--- config.mk ---
export PLATFORM = sky130hd
export DESIGN_NAME = cartridge_bus_address_decoder
export DESIGN_NICKNAME = d
export VERILOG_FILES = /design/src/cbad_pkg.sv /design/src/cartridge_bus_address_decoder.sv /design/src/cbad_decode.sv
export VERILOG_INCLUDE_DIRS = /design/src /design/src/src
export SDC_FILE = /design/constraint.sdc
export NUM_CORES = 1
export LEC_CHECK = 0
export BUFFER_PORTS_ARGS = -buffer_cell sky130_fd_sc_hd__buf_4
export CAP_MARGIN = 20
export CELL_PAD_IN_SITES_DETAIL_PLACEMENT = 0
export CELL_PAD_IN_SITES_GLOBAL_PLACEMENT = 1
export CORE_UTILIZATION = 38
export DETAILED_ROUTE_END_ITERATION = 6
export GPL_TIMING_DRIVEN = 0
export HOLD_SLACK_MARGIN = 0.02
export PLACE_DENSITY = 0.75
export SLEW_MARGIN = 10
export SYNTH_ARGS = -nofsm -noshare
export SYNTH_HDL_FRONTEND = slang
export SYNTH_HIERARCHICAL = 1
export SYNTH_SLANG_ARGS = --single-unit
--- constraint.sdc ---
create_clock -name clk -period 3.1 [get_ports clk]
set_input_delay 0.62 -clock clk [delete_from_list [all_inputs] [get_ports clk]]
set_output_delay 0.62 -clock clk [all_outputs]
set_load 0.02 [all_outputs]
--- src/cartridge_bus_address_decoder_macros.svh ---
// Assertion macros shared by the cartridge bus address decoder RTL.
// No dependencies; the including module must provide clk and rst_n.
`ifndef CARTRIDGE_BUS_ADDRESS_DECODER_MACROS_SVH
`define CARTRIDGE_BUS_ADDRESS_DECODER_MACROS_SVH

// Same-cycle implication, checked out of reset
`define CBAD_ASSERT_IMP(lbl, ante, cons, msg) \
  lbl: assert property (@(posedge clk) disable iff (!rst_n) (ante) |-> (cons)) \
    else $error(msg);

// Next-cycle implication, checked out of reset
`define CBAD_ASSERT_NXT(lbl, ante, cons, msg) \
  lbl: assert property (@(posedge clk) disable iff (!rst_n) (ante) |=> (cons)) \
    else $error(msg);

`endif

--- src/cbad_pkg.sv ---
// Shared types and constants for the cartridge bus address decoder.
// No dependencies; used by cbad_decode and the top level.
package cbad_pkg;

  // Region codes of a result beat
  localparam logic [2:0] REGION_ROM   = 3'd0;
  localparam logic [2:0] REGION_SAVE  = 3'd1;
  localparam logic [2:0] REGION_WORK  = 3'd2;
  localparam logic [2:0] REGION_IO    = 3'd3;
  localparam logic [2:0] REGION_FAULT = 3'd4;

  // Mapping modes
  localparam logic [1:0] MODE_LOROM   = 2'd0;
  localparam logic [1:0] MODE_HIROM   = 2'd1;
  localparam logic [1:0] MODE_EXHIROM = 2'd2;

  // Configuration register indexes
  localparam logic [1:0] CFG_ROM_MODE   = 2'd0;
  localparam logic [1:0] CFG_ROM_BYTES  = 2'd1;
  localparam logic [1:0] CFG_SRAM_LOG2  = 2'd2;

  // Reset values of the configuration registers
  localparam logic [1:0]  ROM_MODE_RST  = MODE_LOROM;
  localparam logic [23:0] ROM_BYTES_RST = 24'h40_0000;
  localparam logic [4:0]  SRAM_LOG2_RST = 5'd13;

  localparam int CFG_DATA_W = 24;
  localparam int INDEX_W    = 23;

  typedef struct packed {
    logic        req_type;
    logic [7:0]  bank;
    logic [15:0] offset;
  } in_beat_t;

  typedef struct packed {
    logic [2:0]         region;
    logic [INDEX_W-1:0] index;
  } out_beat_t;

  typedef struct packed {
    logic [1:0]  rom_mode;
    logic [23:0] rom_bytes;
    logic [4:0]  sram_log2;
  } cfg_t;

endpackage

--- src/cartridge_bus_address_decoder.sv ---
// An accepted input beat passes through the input register, the decode and then the
// result register on out_*. Throughput: one access per clock while out_stall is low; the decode
// between the input and result registers is a single pass of compare and select logic.
// Reset (rst_n, synchronous): pipeline empty, rom_mode low-ROM, rom_bytes 4 MiB,
// save RAM size 8 KiB. Depends on cbad_pkg, cbad_decode and the macros header.
`include "cartridge_bus_address_decoder_macros.svh"

module cartridge_bus_address_decoder (
  input  logic                       clk,
  input  logic                       rst_n,
  input  logic                       in_valid,
  output logic                       in_stall,
  input  cbad_pkg::in_beat_t         in_beat,
  output logic                       out_valid,
  input  logic                       out_stall,
  output cbad_pkg::out_beat_t        out_beat,
  input  logic                       cfg_we,
  input  logic [1:0]                 cfg_index,
  input  logic [cbad_pkg::CFG_DATA_W-1:0] cfg_wdata
);
  import cbad_pkg::*;

  cfg_t      cfg_r;
  logic      s1_vld_r;
  in_beat_t  s1_beat_r;
  logic      out_vld_r;
  out_beat_t out_beat_r;
  out_beat_t dec_beat;
  logic      out_load;
  logic      in_take;

  // Configuration registers
  always_ff @(posedge clk) begin
    if (!rst_n) begin
      cfg_r.rom_mode  <= ROM_MODE_RST;
      cfg_r.rom_bytes <= ROM_BYTES_RST;
      cfg_r.sram_log2 <= SRAM_LOG2_RST;
    end else if (cfg_we) begin
      case (cfg_index)
        CFG_ROM_MODE:  cfg_r.rom_mode  <= cfg_wdata[1:0];
        CFG_ROM_BYTES: cfg_r.rom_bytes <= cfg_wdata[23:0];
        CFG_SRAM_LOG2: cfg_r.sram_log2 <= cfg_wdata[4:0];
        default:       ;
      endcase
    end
  end

  // Pipeline handshake: result register frees when empty or taken
  assign out_load = s1_vld_r && (!out_vld_r || !out_stall);
  assign in_stall = s1_vld_r && !out_load;
  assign in_take  = in_valid && !in_stall;

  // Input register
  always_ff @(posedge clk) begin
    if (!rst_n) begin
      s1_vld_r <= 1'b0;
    end else if (in_take) begin
      s1_vld_r <= 1'b1;
    end else if (out_load) begin
      s1_vld_r <= 1'b0;
    end
  end

  always_ff @(posedge clk) begin
    if (in_take) begin
      s1_beat_r <= in_beat;
    end
  end

  cbad_decode u_decode (
    .req (s1_beat_r),
    .cfg (cfg_r),
    .rsp (dec_beat)
  );

  // Result register
  always_ff @(posedge clk) begin
    if (!rst_n) begin
      out_vld_r <= 1'b0;
    end else if (out_load) begin
      out_vld_r <= 1'b1;
    end else if (!out_stall) begin
      out_vld_r <= 1'b0;
    end
  end

  always_ff @(posedge clk) begin
    if (out_load) begin
      out_beat_r <= dec_beat;
    end
  end

  assign out_valid = out_vld_r;
  assign out_beat  = out_beat_r;

  // Checks
  `CBAD_ASSERT_IMP(a_fault_idx_zero, out_vld_r && out_beat_r.region == REGION_FAULT, out_beat_r.index == '0, "fault beat with nonzero index")
  `CBAD_ASSERT_IMP(a_write_no_cart, s1_vld_r && s1_beat_r.req_type, dec_beat.region != REGION_ROM && dec_beat.region != REGION_SAVE, "write decoded to ROM or save RAM")
  `CBAD_ASSERT_NXT(a_hold_pending, s1_vld_r && !out_load, s1_vld_r, "pending access dropped")
  `CBAD_ASSERT_IMP(a_region_legal, out_vld_r, out_beat_r.region <= REGION_FAULT, "region code out of range")

endmodule

--- src/cbad_decode.sv ---
// Combinational address decode of one bus access into region and index.
// Depends on cbad_pkg.
module cbad_decode (
  input  cbad_pkg::in_beat_t  req,
  input  cbad_pkg::cfg_t      cfg,
  output cbad_pkg::out_beat_t rsp
);
  import cbad_pkg::*;

  logic        upper;
  logic        sys_bank;
  logic        wram_bank;
  logic        lo_rom_hit;
  logic        lo_save_hit;
  logic        hi_rom_hit;
  logic        rom_hit;
  logic [22:0] rom_idx;
  logic [15:0] sram_mask;

  // Address classification
  assign upper     = req.offset[15];
  assign sys_bank  = ~req.bank[6];
  assign wram_bank = (req.bank[7:1] == 7'h3F);

  // Cartridge areas per mode; writes never reach ROM or save RAM
  assign lo_rom_hit  = ~req.req_type && (cfg.rom_mode == MODE_LOROM) && ~wram_bank && upper;
  assign lo_save_hit = ~req.req_type && (cfg.rom_mode == MODE_LOROM) && ~wram_bank
                       && (req.bank[7:4] == 4'h7) && ~upper;
  assign hi_rom_hit  = ~req.req_type
                       && (cfg.rom_mode == MODE_HIROM || cfg.rom_mode == MODE_EXHIROM)
                       && ((sys_bank && upper) || (req.bank[7:6] == 2'b01 && ~wram_bank)
                           || (req.bank[7:6] == 2'b11));
  assign rom_hit = lo_rom_hit || hi_rom_hit;

  // ROM index: 32 KiB pages in low-ROM, 64 KiB banks otherwise
  always_comb begin
    if (lo_rom_hit) begin
      rom_idx = {1'b0, req.bank[6:0], req.offset[14:0]};
    end else begin
      rom_idx = {(cfg.rom_mode == MODE_EXHIROM) && ~req.bank[7], req.bank[5:0], req.offset};
    end
  end

  // Save RAM size is a power of two; 16 and up masks nothing
  assign sram_mask = cfg.sram_log2[4] ? 16'hFFFF : ~(16'hFFFF << cfg.sram_log2[3:0]);

  // Region select
  always_comb begin
    rsp.region = REGION_FAULT;
    rsp.index  = '0;
    if (rom_hit) begin
      if ({1'b0, rom_idx} < cfg.rom_bytes) begin
        rsp.region = REGION_ROM;
        rsp.index  = rom_idx;
      end
    end else if (lo_save_hit) begin
      rsp.region = REGION_SAVE;
      rsp.index  = {7'd0, req.offset & sram_mask};
    end else if (sys_bank && ~upper) begin
      // low work RAM mirror, then I/O, then expansion (fault)
      if (req.offset[14:13] == 2'b00) begin
        rsp.region = REGION_WORK;
        rsp.index  = {7'd0, req.offset};
      end else if (req.offset[14:13] != 2'b11) begin
        rsp.region = REGION_IO;
        rsp.index  = {7'd0, req.offset};
      end
    end else if (wram_bank) begin
      rsp.region = REGION_WORK;
      rsp.index  = {6'd0, req.bank[0], req.offset};
    end
  end

endmodule

==> metrics.md, run 1 <==
| Metric | Value |
|---|---|
| Run status | completed |
| Slew at the pin closest to its max-slew limit | 0.523 ns |
| Hold WC Path Type | input pin to flop |
| Required @ worst endpoint | 3.21 ns |
| Via count | 3,066 |
| #FFs+latches synth | 84 |
| Fin. Hold Viols | 0 |
| Area contributors post-synth | edfxtp_1 37%, dfxtp_1 16%, ha_1 8.7% |
| WS Path Type | flop to flop |
| Worst vdd ir | 0.267 mV |
| Avg WL per Cell | 14.7 um |
| CP Capture Type | flop |
| Total iterations of the first detailed-routing run | 5 |
| # Max-Cap Violations | 0 |
| Cell Area, Synth | 4190 sq um |
| I/O pin cnt | 84 |
| Antenna violations before repair | 0 |
| Final setup fails | 0 |
| Util after Layout | 52.0% |
| Async set-reset flop share out of synthesis | 0% |
| Gpl congestion | 0.768 |
| Die height | around 110 um |
| DPL Wire Length | 7180 um |
| CTS Root Cell | clkbuf_8 |
| 1st-iter DRT viols | 119 |
| Overall power | roughly 2.5 mW |
| Fill cell count | 949 |
| Most frequent cell after synthesis | nand2_1 |
| Area grow syn2layout | 30.5% |
| Wirelength, routed | 9350 um |
| Synth Flop Type | edfxtp_1 |
| Slew HR | about two thirds |
| Crit path max-delay family | simple AND/OR/NAND/NOR gates |
| CTS HTree Levels | 3 |
| Max Clk Rate | 324 MHz |
| Slew Limit Fails | 0 |
| CP Launch Type | flop |
| Antenna cells | 0 |
| Vias per std cell | 4.84 |
| Hold_ws | 0.438 ns |
| Core area | ~11,000 sq um |
| CP dominant cell by count | buf_6 |
| Final Net Count | ~580 |
| Final TNS setup | 0 ns |
| Synth top area share | 36.6% |
| Synthesis warning total | 6 |
| # rows | 37 |
| TritonCTS clock tree | yes |
| Clock latency on the worst-skew pair | about 0.36 ns |
| Largest net degree at the start of global routing | 19 |
| Vias in the first global route | 3,030 |
| Number of port buffers | around 80 |
| Chip width | ~110 um |
| Share of cells above drive strength 1 | 31.5% |
| Crit-path max cell delay | 0.40 ns |
| Die Area | 11,400 sq um |
| CTS Buf Count | 9 |
| CP max stage cell | edfxtp_1 |
| RSZ-0062 raised after global routing | yes |
| Worst path cell trace | and4b_2, a21oi_2, and3_4, buf_6, mux2_4, ha_4, nand4_1, nor3_2, nand2_1, o211ai_2, buf_6, nand2_4, and4_1 |
| Initial Util | between 30 and 40% |
| Syn Inst Count | 382 |
| Final Critical Period | 3.09 ns |
| Leakage | 2.24 nW |
| GRT Residual Overflow | 0 |
| ANT nets after route | 0 |
| Reg clk slew, reported paths | 0.08 ns |
| CTS max path bufs | 2 |
| Syn_nets | between 400 and 500 |
| Gr usage total | 17.2% |
| Top post-synthesis cells by count | 62 x nand2_1, 51 x edfxtp_1, 33 x dfxtp_1, 33 x inv_1, 29 x ha_1 |
| Number of synthesized flops with an enable pin | 51 |
| Area of placed instances | 5010 sq um |
| First-pass GRT wire length | 14,800 um |
| Top fanout value on the critical path | 6 |
| CP bufs+invs | 2 |
| Clk sinks | 84 |
| Final period utilization | 99.6% |
| Worst Skew | between 0.009 and 0.01 ns |
| Synth area leader | edfxtp_1 |
| Register area share after synthesis | 52.3% |
| Finished Cell Area | 5470 sq um |
| CP arrival | 3.20 ns |
| Syn_area_per_cell | roughly 11 sq um |
| PD cells | 460 nW/um^2 |
| Synth cell types | 52 |
| Detailed-route DRC error count | 0 |
## registers in the layout, summed over array words and instances (netlist names)
register and flops:
s1_beat_r 25, cfg_r 31, out_valid 1, s1_vld_r 1, out_beat 26
## cells in the final DEF, fill, tap and decap left out, types with 3 or more instances in the layout
master    synthesis  layout
edfxtp_1         51      51
ha_4              0       4
o21ai_0          15      14
mux2_4            0       5
and2_4            0       3
nor2_1           12      12
buf_4             0      97
buf_6             2       4
clkbuf_8          0       9
and3_1            8       6
clkbuf_1          5       5
nand4b_1          6       6
o211ai_1          5       5
a21oi_2           0       4
a21o_1            3       3
and2_1            7       4
buf_2             4       4
nand4_1           4       4
ha_1             29      25
mux2i_1          27      27
nor2b_1           4       3
nand2_1          62      61
inv_1            33      33
a21oi_1          27      23
dfxtp_1          33      33
o21a_1            4       4
## cell families after synthesis
logic type      count (synthesis)  share of synthesized area, %
simple gates                  118                          14.3
mux                            32                          7.80
compound gates                 71                          11.4
buf+inv                        48                          5.56
flops                          84                          52.3
fa+ha+maj                      29                          8.66
## per-layer routing
layer  global-route usage [%]  part of all wire [%]  up-vias
met1                     22.9                    47     1400
met5                        0                     0        -
met2                     27.6                    48       81
met4                     5.68                  0.51        0
li1                         -                     -     1583
met3                     3.83                   4.4        2
## timing repair
action	CTS	global route
hold buffers	0	0
setup buffers	8	7
pin swaps	8	18
gates cloned	1	0
endpoints found under the setup margin	24	22
gates resized for setup	17	9
## final timing paths
check	from	endpoint	slack, ns	cells past startpoint
min reg2reg	cfg_r[23]	cfg_r[23]	0.46	2
max	s1_beat_r[21]	out_beat[12]	0.01	13
min	in_beat[6]	s1_beat_r[6]	0.44	1
max reg2reg	s1_beat_r[21]	out_beat[12]	0.01	13
## area by class of cell
cell class                 count  area, sq um  area share (%)
multi-input combinational    250         1890            34.6
clock buffer                   9          124            2.27
buffer                        15          115            2.11
inverter                      33          124            2.27
clock inverter                 7         91.3            1.67
tap                          136          170            3.11
timing repair buffer         100          759            13.9
sequential                    84         2190            40.1
## per-stage QoR
step,instances,setup WS [ns]
6_report,634,0.0113
5_1_grt,634,-0.178
4_1_cts,627,-0.00146
3_5_place_dp,602,-0.372
3_3_place_gp,600,-0.604
2_1_floorplan,382,0.0337
## where the power goes
group | switching (mW) | total [mW] | internal [mW]
Clock | 0.396 | 0.845 | 0.449
Combinational | 0.194 | 0.389 | 0.195
Sequential | 0.0351 | 1.28 | 1.25
Total | 0.625 | 2.52 | 1.89
No activity file was read; power rests on OpenSTA's default activity.
==> run 2, diff against run 1 <==
PLACE_DENSITY = 0.72   (was 0.75)
clock period = 2.93 ns   (was 3.1 ns; I/O delays follow)
==> run 2 against run 1 <==
  * The flow now finishes with violations (setup timing)
  * Non-clock buffer count down 1
  * Combinational power up 8.7%
  * Die area unchanged
  * Count of clock-buffer cells in the layout unchanged
  * Sequential share of layout area down 0.082 points
  * Final area up 0.21%
  * Maximum frequency down 3.5%
  * Via count up 1.0%
  * Critical endpoint is now out_beat[16]
==> metrics.md, run 2 (synthesized netlist as in run 1, its figures left out) <==
| Metric | Value |
|---|---|
| Gate power share | 16.0% |
| TritonCTS clock tree | yes |
| Area of placed instances | ~5000 sq um |
| Worst Hold Endpoint | s1_beat_r[19] |
| CTS max path bufs | 2 |
| Initial Util | approximately two fifths |
| Psw | 701 uW |
| I/O pin cnt | 84 |
| Setup WS post-layout | -0.272 ns |
| Overall power | 2.64 mW |
| CP bufs+invs | 3 |
| Reg clk slew, reported paths | about 0.090 ns |
| Die Area | between 10,000 and 15,000 sq um |
| Final setup fails | 24 |
| Required @ worst endpoint | 3.15 ns |
| 1st-iter DRT viols | 76 |
| RSZ-0062 raised after global routing | yes |
| Top fanout value on the critical path | 5 |
| Final Critical Period | 3.20 ns |
| Gpl congestion | between 0.7 and 0.8 |
| Area grow syn2layout | 30.8% |
| Detailed-route DRC error count | 0 |
| Core area | 10,500 sq um |
| Antenna cells | 0 |
| CTS HTree Levels | 3 |
| Chip width | 107 um |
| Slew at the pin closest to its max-slew limit | 0.840 ns |
| Commonest non-fill, non-tap cells in the layout | 96 x buf_4, 61 x nand2_1, 51 x edfxtp_1 |
| Finished Cell Area | 5480 sq um |
| Number of port buffers | 82 |
| WS Path Type | flop to flop |
| R2r startpoint | s1_beat_r[21] |
| CP arrival | between 3 and 4 ns |
| CTS Root Cell | clkbuf_8 |
| Final period utilization | 109% |
| Hold_sp | in_beat[19] |
| Vias per std cell | 4.89 |
| Slew Limit Fails | 0 |
| Sw Share | 26.6% |
| Hold WC Path Type | input pin to flop |
| R2R depth | 14 |
| Clock latency on the worst-skew pair | between 0.3 and 0.4 ns |
| Wirelength, routed | 9700 um |
| R2r setup slk | -0.27 ns |
| Failing checks | setup timing |
| CTS Buf Count | 9 |
| Total iterations of the first detailed-routing run | 4 |
| Crit path max-delay family | simple AND/OR/NAND/NOR gates |
| Reg with most FFs | cfg_r |
| Antenna violations before repair | 0 |
| Gr usage total | 18.0% |
| Crit-path max cell delay | 0.42 ns |
| Final Net Count | 577 |
| Via count | between 3,000 and 4,000 |
| CP Launch Type | flop |
| Share of cells above drive strength 1 | 32.4% |
| Run status | finished with violations |
| Vias in the first global route | 3,047 |
| # rows | 37 |
| Leakage | 2.22 nW |
| Most common cell after layout, fill and taps aside | buf_4 |
| CP Capture Type | flop |
| CP max stage cell | edfxtp_1 |
| Largest net degree at the start of global routing | 27 |
| R2r endpoint | out_beat[16] |
| Hold path cells | 1 |
| PD cells | 482 nW/um^2 |
| CP dominant cell by count | buf_6 |
| Max Clk Rate | 312 MHz |
| Worst slack, placed | -0.440 ns |
| GRT Residual Overflow | 0 |
| Clock power frac | around 33% |
| First-pass GRT wire length | 15,300 um |
| Avg WL per Cell | 15.3 um |
| ANT nets after route | 0 |
| DPL Wire Length | between 7000 and 8000 um |
| Slew HR | about 44% |
| Fin. Hold Viols | 0 |
| Worst vdd ir | 0.208 mV |
| Fraction of power consumed by sequential logic | 51.4% |
| Worst path cell trace | and4b_2, a21oi_2, and3_4, buf_6, mux2_4, ha_1, nand4b_1, nor3_2, a22oi_1, o211ai_2, buf_6, buf_6, or2_4, o22ai_2 |
| Max reg flops | 31 |
| # Max-Cap Violations | 0 |
| Worst Skew | 0.0120 ns |
| Clk sinks | 84 |
| Internal Power | ~1.9 mW |
| Die height | approximately 110 um |
## run 2: worst register-to-register path, cell delays in order, from the launching register on
cell and delay (ns):
edfxtp_1 0.42, and4b_2 0.30, a21oi_2 0.15, and3_4 0.21, buf_6 0.13, mux2_4 0.31
ha_1 0.27, nand4b_1 0.17, nor3_2 0.08, a22oi_1 0.20, o211ai_2 0.16, buf_6 0.16
buf_6 0.11, or2_4 0.26, o22ai_2 0.14
## run 2: metal layers
metal / vias to the layer above / GRT usage (%) / wire, um
li1: 1585 / - / -
met1: 1437 / 23.7 / 4540
met2: 62 / 29.7 / 4760
met3: 13 / 2.37 / 246
met4: 0 / 7.24 / 158
met5: - / 0 / 0
## run 2: power by group through the flow
stage / Clock [mW] / Combinational (mW) / Sequential, mW
2_1_floorplan: 0 / 0.197 / 1.40
3_3_place_gp: 0 / 0.362 / 1.38
3_5_place_dp: 0 / 0.373 / 1.39
4_1_cts: 0.879 / 0.411 / 1.36
5_1_grt: 0.926 / 0.469 / 1.36
6_report: 0.858 / 0.423 / 1.36
## run 2: area by class of cell
class / count / area, sq um
Fill cell: 954 / 5030
Buffer: 15 / 115
Clock buffer: 9 / 124
Inverter: 33 / 124
Clock inverter: 7 / 80.1
Sequential cell: 84 / 2190
Timing Repair Buffer: 99 / 752
Tap cell: 136 / 170
Multi-Input combinational cell: 250 / 1920
## run 2: per-stage QoR
| stage | utilization, % | hold WS [ns] | cells | setup TNS [ns] |
|---|---|---|---|---|
| 2_1_floorplan | - | 0.435 | 382 | 0 |
| 5_1_grt | 52.1 | 0.377 | 633 | -8.34 |
| 4_1_cts | 51.5 | 0.386 | 629 | -4.34 |
| 3_5_place_dp | 47.7 | 0.449 | 601 | -6.50 |
| 3_3_place_gp | 47.4 | 0.446 | 600 | -5.52 |
| 6_report | 52.1 | 0.398 | 633 | -4.88 |
## run 2: worst max path at each step
| stage | cells past startpoint | slack [ns] | from | endpoint |
|---|---|---|---|---|
| floorplan | 13 | 0.01 | s1_beat_r[22] | out_beat[12] |
| CTS | 13 | -0.25 | s1_beat_r[22] | out_beat[12] |
| detailed placement | 13 | -0.44 | s1_beat_r[22] | out_beat[12] |
| global route | 15 | -0.44 | s1_beat_r[21] | out_beat[16] |
| global placement | 13 | -0.39 | s1_beat_r[22] | out_beat[12] |
| finish | 14 | -0.27 | s1_beat_r[21] | out_beat[16] |
## run 2: what timing repair did
| item | CTS | global route |
|---|---|---|
| pin swaps | 17 | 12 |
| hold buffers | 0 | 0 |
| setup buffers | 11 | 4 |
| gates cloned | 1 | 0 |
| resized for setup | 20 | 8 |
| endpoints found under the setup margin | 24 | 24 |
